`config.mk`:
```
export PLATFORM = sky130hd
export DESIGN_NAME = rtw_cordic_cell
export DESIGN_NICKNAME = d
export VERILOG_FILES = /design/src/rtl/rtw_pkg.sv /design/src/rtl/rtw_cordic_cell.sv
export SDC_FILE = /design/constraint.sdc
export NUM_CORES = 1
export LEC_CHECK = 0
export BUFFER_PORTS_ARGS = -buffer_cell sky130_fd_sc_hd__buf_4
export CORE_MARGIN = 10
export CORE_UTILIZATION = 32
export CTS_CLUSTER_SIZE = 20
export DETAILED_ROUTE_END_ITERATION = 8
export REMOVE_ABC_BUFFERS = 1
export SETUP_SLACK_MARGIN = 0.3
export SYNTH_ARGS = -nofsm -noshare
export SYNTH_HDL_FRONTEND = slang
export SYNTH_SLANG_ARGS = --single-unit
export TNS_END_PERCENT = 5
```
`constraint.sdc`:
```
create_clock -name clk -period 0.8 [get_ports clk]
set_clock_uncertainty 0.05 [all_clocks]
set_input_delay 0.04 -clock clk [delete_from_list [all_inputs] [get_ports clk]]
set_output_delay 0.04 -clock clk [all_outputs]
set_load 0.05 [all_outputs]
```
`src/rtl/rtw_pkg.sv`:
```
// Package for the radial twirl point warp block: CORDIC vector and sideband
// types, the arctangent table and fixed constants. No dependencies.
package rtw_pkg;

    localparam int CW        = 28;   // internal coordinate width, Q12.12 plus growth
    localparam int ZW        = 32;   // angle width, Q0.32 turns
    localparam int TABLE_LEN = 24;

    // configuration register indexes
    localparam logic [1:0] REG_ROTATION = 2'd0;
    localparam logic [1:0] REG_INV_LEN  = 2'd1;

    // 1/K in Q2.30
    localparam logic signed [31:0] INV_GAIN = 32'sd652032874;

    // reciprocals of 45 for the angle scaling
    localparam logic [31:0] DIV45_M37 = 32'd3054198967;
    localparam logic [24:0] DIV45_M30 = 25'd23860930;
    localparam logic [16:0] DIV45_M22 = 17'd93207;
    localparam logic [5:0]  DIV45     = 6'd45;

    localparam logic [23:0] WEIGHT_MAX = 24'hFF0000;
    localparam logic [31:0] HALF_TURN  = 32'h80000000;
    localparam logic [31:0] QTR_TURN   = 32'h40000000;
    localparam logic [31:0] TQTR_TURN  = 32'hC0000000;

    typedef struct packed {
        logic signed [CW-1:0] x;
        logic signed [CW-1:0] y;
        logic [ZW-1:0]        z;
    } rtw_vec_t;

    typedef struct packed {
        logic signed [CW-1:0] px;
        logic signed [CW-1:0] py;
        logic                 zero;
        logic [15:0]          hue;
    } rtw_side_t;

    function automatic logic [31:0] atan_turns(input int idx);
        logic [31:0] r;
        case (idx)
            0:       r = 32'h20000000;
            1:       r = 32'h12E4051E;
            2:       r = 32'h09FB385B;
            3:       r = 32'h051111D4;
            4:       r = 32'h028B0D43;
            5:       r = 32'h0145D7E1;
            6:       r = 32'h00A2F61E;
            7:       r = 32'h00517C55;
            8:       r = 32'h0028BE53;
            9:       r = 32'h00145F2F;
            10:      r = 32'h000A2F98;
            11:      r = 32'h000517CC;
            12:      r = 32'h00028BE6;
            13:      r = 32'h000145F3;
            14:      r = 32'h0000A2F9;
            15:      r = 32'h0000517D;
            16:      r = 32'h000028BE;
            17:      r = 32'h0000145F;
            18:      r = 32'h00000A30;
            19:      r = 32'h00000518;
            20:      r = 32'h0000028C;
            21:      r = 32'h00000146;
            22:      r = 32'h000000A3;
            23:      r = 32'h00000051;
            default: r = 32'h00000000;
        endcase
        return r;
    endfunction

endpackage

```
`src/rtl/rtw_cordic_cell.sv`:
```
// One CORDIC micro-rotation cell, vectoring or rotating mode.
// Depends on rtw_pkg.
module rtw_cordic_cell #(
    parameter int STAGE     = 0,
    parameter bit VECTORING = 1'b0
) (
    input  logic              clk,
    input  logic              rst_n,
    input  logic              adv,
    input  logic              in_valid,
    input  rtw_pkg::rtw_vec_t  in_vec,
    input  rtw_pkg::rtw_side_t in_side,
    output logic              out_valid,
    output rtw_pkg::rtw_vec_t  out_vec,
    output rtw_pkg::rtw_side_t out_side
);

    logic signed [rtw_pkg::CW-1:0] x_in;
    logic signed [rtw_pkg::CW-1:0] y_in;
    logic signed [rtw_pkg::CW-1:0] dx;
    logic signed [rtw_pkg::CW-1:0] dy;
    logic                          pos;
    logic [31:0]                   atan;
    rtw_pkg::rtw_vec_t             vec_next;
    rtw_pkg::rtw_vec_t             vec_reg;
    rtw_pkg::rtw_side_t            side_reg;
    logic                          valid_reg;

    always_comb
    begin
        x_in = $signed(in_vec.x);
        y_in = $signed(in_vec.y);
        dx   = y_in >>> STAGE;
        dy   = x_in >>> STAGE;
        // pos: angle accumulator steps up
        pos  = VECTORING ? ~y_in[rtw_pkg::CW-1] : in_vec.z[31];
        atan = rtw_pkg::atan_turns(STAGE);
        vec_next.x = pos ? (x_in + dx) : (x_in - dx);
        vec_next.y = pos ? (y_in - dy) : (y_in + dy);
        vec_next.z = pos ? (in_vec.z + atan) : (in_vec.z - atan);
    end

    always_ff @(posedge clk or negedge rst_n)
    begin
        if (!rst_n)
        begin
            valid_reg <= 1'b0;
        end
        else if (adv)
        begin
            valid_reg <= in_valid;
        end
    end

    always_ff @(posedge clk)
    begin
        if (adv)
        begin
            vec_reg  <= vec_next;
            side_reg <= in_side;
        end
    end

    assign out_valid = valid_reg;
    assign out_vec   = vec_reg;
    assign out_side  = side_reg;

endmodule

```
* Yosys cells after proc, flatten, opt, wreduce, memory -nomap -nowiden
Index checks and enable logic that the tools add are counted.
Storage, ports and cells: input bits 165, register bits 162
Cells by class: multiplexer cells 3, add/sub/neg operators 5
Operators by type and width (number):
- 28-bit two-way mux | 2
- 28-bit subtractor | 2
- 32-bit by 30-bit adder with 32-bit output, second input constant | 1
- 32-bit two-way mux | 1
- 32-bit by 30-bit subtractor with 32-bit output, second input constant | 1
- 28-bit adder | 1

* Longest topological paths before layout
depth after elaboration 2, mapped depth 12, mapped depth without buffers 12

* Worst setup path after synthesis
Ideal clock, no wire load.
path type input to register, from input port in_vec[60] (netlist bit), to register vec_reg, in the netlist out_vec[84], data pin, required time 0.482 ns, cell stages on the path 12, arrival 2.052 ns, setup slack -1.570 ns, path through inv_1 ha_1 fa_1 nor2b_1 o21ai_0 a21o_1 a31oi_2 a31oi_1 o31a_1 a221oi_2 nand2_1 xnor2_1
RTL lines:
- start, declared | RTL line rtw_cordic_cell.sv:11 | input rtw_pkg::rtw_vec_t in_vec,
- end signal, assigned | RTL line rtw_cordic_cell.sv:59 | vec_reg <= vec_next;
- end, declared | RTL line rtw_cordic_cell.sv:25 | rtw_pkg::rtw_vec_t vec_reg;

==> flow_summary.yaml <==
die:
  core_um2: 29600
  start_util_pct: 32.3
  die_w_um: 193
  dieArea_um2: 37300
  die_y_um: 193
  row_count: 63
  num_io_pins: 327
timing:
  slew_headroom_pct: 64.4
  rsz0062_at_grt: "yes"
  hold_violations: 107
  setup_viol: 217
  fmax_ghz: 0.467
  final_max_slew_viol_count: 0
  worstMarginPinSlew_ns: 0.530
  finalSetupTns_ns: -92.62
  whs_ns: -0.259
  min_period_ns: 2.14
  layout_worst_path_cycle_share_pct: 267
  worst_slack_ns: -1.34
yosys:
  synth_flop_cell: "edfxtp_1"
  synth_edf_count: 160
  synth-seq-cells: 161
  ys_warn_count: 0
  syn_inst: 856
  synth_area_per_cell_um2: 11.2
  synthAdderAreaFrac_pct: 12.3
  synth-xor-area-share_pct: 4.84
  synth_compound_area_share_pct: 17.5
  synth_area_um2: 9590
  synth.distinct_cells: 71
  ys_seq_area_share_pct: 50.4
  yosys-mux-area-fraction_pct: 1.68
  synth_top_family_by_area: "compound AO/OA/AOI/OAI gates"
  async_flop_share_pct: 0.621
  synth_simple_gate_area_share_pct: 7.80
clock_tree:
  cts_root_buf: "clkbuf_16"
  cts.sinks: 161
  cts_tree: "built"
  hold_buffers: 1
  clk_latency_ns: 0.42
  clkSlewWorstSetupHoldPaths_ns: 0.06
  numCtsBuffers: 17
  cts_max_path_buffers: 2
  htree_levels: 4
place:
  placed_area_um2: 14400
  place_ws_ns: -1.96
  gp_congestion: 0.903
  dpl.hpwl_um: 28300
  io_buffers: 326
worst_hold_path:
  holdPathStages: 1
  hp-start: "in_side[25]"
  hold_path_class: "input port to register"
  hold_end: "out_side[25]$_DFFE_PP_"
setup_path:
  slowest_delay_ns: 0.34
  worst_ep_required_time_ns: 0.93
  r2r_start: "out_valid$_DFFE_PN0P_"
  arrival_ns: 2.27
  crit_path_max_fanout: 7
  cp_top_family: "compound AO/OA/AOI/OAI gates"
  reg2reg_slack_ns: -0.02
  worst-r2r-cell-count: 1
  path_buf_inv: 4
  rr_endpoint: "out_valid$_DFFE_PN0P_"
  path_class: "input port to register"
  cp-end-kind: "register"
  cp-start-kind: "input port"
  worstPathCellList: "buf_4 > inv_1 > ha_4 > buf_4 > nor2_2 > o31ai_4 > a21oi_2 > buf_4 > nor2_4 > o41ai_2 > a21oi_2 > o311a_1 > mux2i_1 > xnor2_1"
  crit_top_cell: "buf_4"
  cp_slowest_cell: "o311a_1"
global_route:
  grt_pass1_vias: 9122
  antenna_found_initial: 0
  grt_max_degree: 42
  grt-ovfl-total: 0
  grt_usage_pct: 17.6
  grt_pass1_wl_um: 50800
route:
  vias: 8714
  wl_per_cell_um: 18.7
  via_per_inst: 4.73
  first_iter_violations: 462
  routed_wl_um: 34500
  dr.pass1.iters: 7
  drc: 0
  ant_nets: 0
power_and_ir_drop:
  sequentialPowerShare_pct: 34.8
  comb_power_share_pct: 39.7
  swShare_pct: 34.4
  leakagePower_nw: 7.28
  pwr-share-clk_pct: 25.6
  internal_power_mw: 20.6
  p_per_area_nw_per_um2: 1930
  p_sw_mw: 10.8
  peakVddDrop_mv: 1.34
final_layout:
  syn_to_final_growth_pct: 69.8
  fin_area_um2: 16300
  diodes: 0
  final_cell_mix: "422 x buf_4, 167 x buf_6, 160 x edfxtp_1"
  final_common_cell: "buf_4"
  drive_gt1_share_pct: 51.1
  nets: 1696
  fin_util_pct: 54.9
run:
  cap_violations: 0
run_status:
  violations: "hold timing, setup timing"
  outcome: "complete, but fails checks"
==> cell usage after synthesis, types with 9 or more instances <==
cell | number | area [um2]
edfxtp_1 | 160 | 4800
a21oi_1 | 94 | 470
ha_1 | 88 | 1100
inv_1 | 86 | 323
nor2_1 | 57 | 214
xnor2_1 | 46 | 403
o21ai_0 | 34 | 170
nand2_1 | 33 | 124
o21bai_1 | 24 | 180
a21o_1 | 19 | 143
nor3_1 | 18 | 90.1
mux2i_1 | 15 | 150
clkbuf_1 | 14 | 52.6
o21ai_1 | 12 | 60.1
nor2b_1 | 9 | 56.3
==> worst max path at each step <==
stage / to / from / depth (start not counted) / slack [ns]
floorplan: out_vec[56]$_DFFE_PP_ / in_vec[37] / 11 / -1.64
global placement: out_vec[87]$_DFFE_PP_ / in_vec[34] / 13 / -1.93
detailed placement: out_vec[86]$_DFFE_PP_ / in_vec[32] / 13 / -1.96
CTS: out_vec[84]$_DFFE_PP_ / in_vec[60] / 13 / -1.40
global route: out_vec[58]$_DFFE_PP_ / in_vec[32] / 13 / -1.43
finish: out_vec[51]$_DFFE_PP_ / in_vec[36] / 14 / -1.34
==> flip-flops by register name, indices dropped and copies added (netlist names) <==
signal	cells
out_side	73
out_vec	87
out_valid	1
==> cells by family after synthesis <==
group,Yosys count
XOR/XNOR,53
multiplexers,16
buffers and inverters,127
AO/OA/AOI/OAI,249
adder cells (fa/ha/maj),92
flip-flops,161
AND/OR/NAND/NOR,158
==> power groups by stage <==
stage | registers, mW | clock network (mW) | logic [mW]
after floorplan | 14.2 | 0 | 2.87
after CTS | 11.0 | 8.21 | 12.2
final | 10.9 | 8.05 | 12.5
after detailed placement | 10.9 | 0 | 11.2
after global placement | 10.9 | 0 | 11.2
after global routing | 11.0 | 8.61 | 13.2
==> per-layer routing <==
metal  GRT usage (%)  vias up  routed length [um]
li1                -     4241                   -
met1            20.5     4126               13600
met2            31.1      310               17300
met3            3.78       37                2690
met4            6.33        0                 895
met5               0        -                   0
==> timing repair <==
action,4_1_cts,5_1_grt
cloned,0,0
pin swaps,47,44
gates resized for setup,243,63
endpoints found under the setup margin,219,219
hold endpoints to repair,109,108
buffers inserted,6,2
==> final cells by class <==
| cell class | count | area [um2] |
|---|---|---|
| sequential | 161 | 4830 |
| multi-input combinational | 568 | 4790 |
| clock buffer | 23 | 448 |
| clock inverter | 9 | 133 |
| timing repair buffer | 599 | 5230 |
| inverter | 92 | 362 |
| tap | 390 | 488 |
| fill | 2556 | 13400 |
==> metrics by stage <==
| step | total power, mW | std cells | hold slack, ns |
|---|---|---|---|
| 6_report | 31.5 | 1842 | -0.259 |
| 4_1_cts | 31.4 | 1840 | -0.282 |
| 3_3_place_gp | 22.1 | 1801 | -0.234 |
| 2_1_floorplan | 17.1 | 821 | -0.306 |
| 3_5_place_dp | 22.2 | 1801 | -0.233 |
| 5_1_grt | 32.8 | 1842 | -0.286 |
Note: power is estimated with default switching activity, not from simulation.
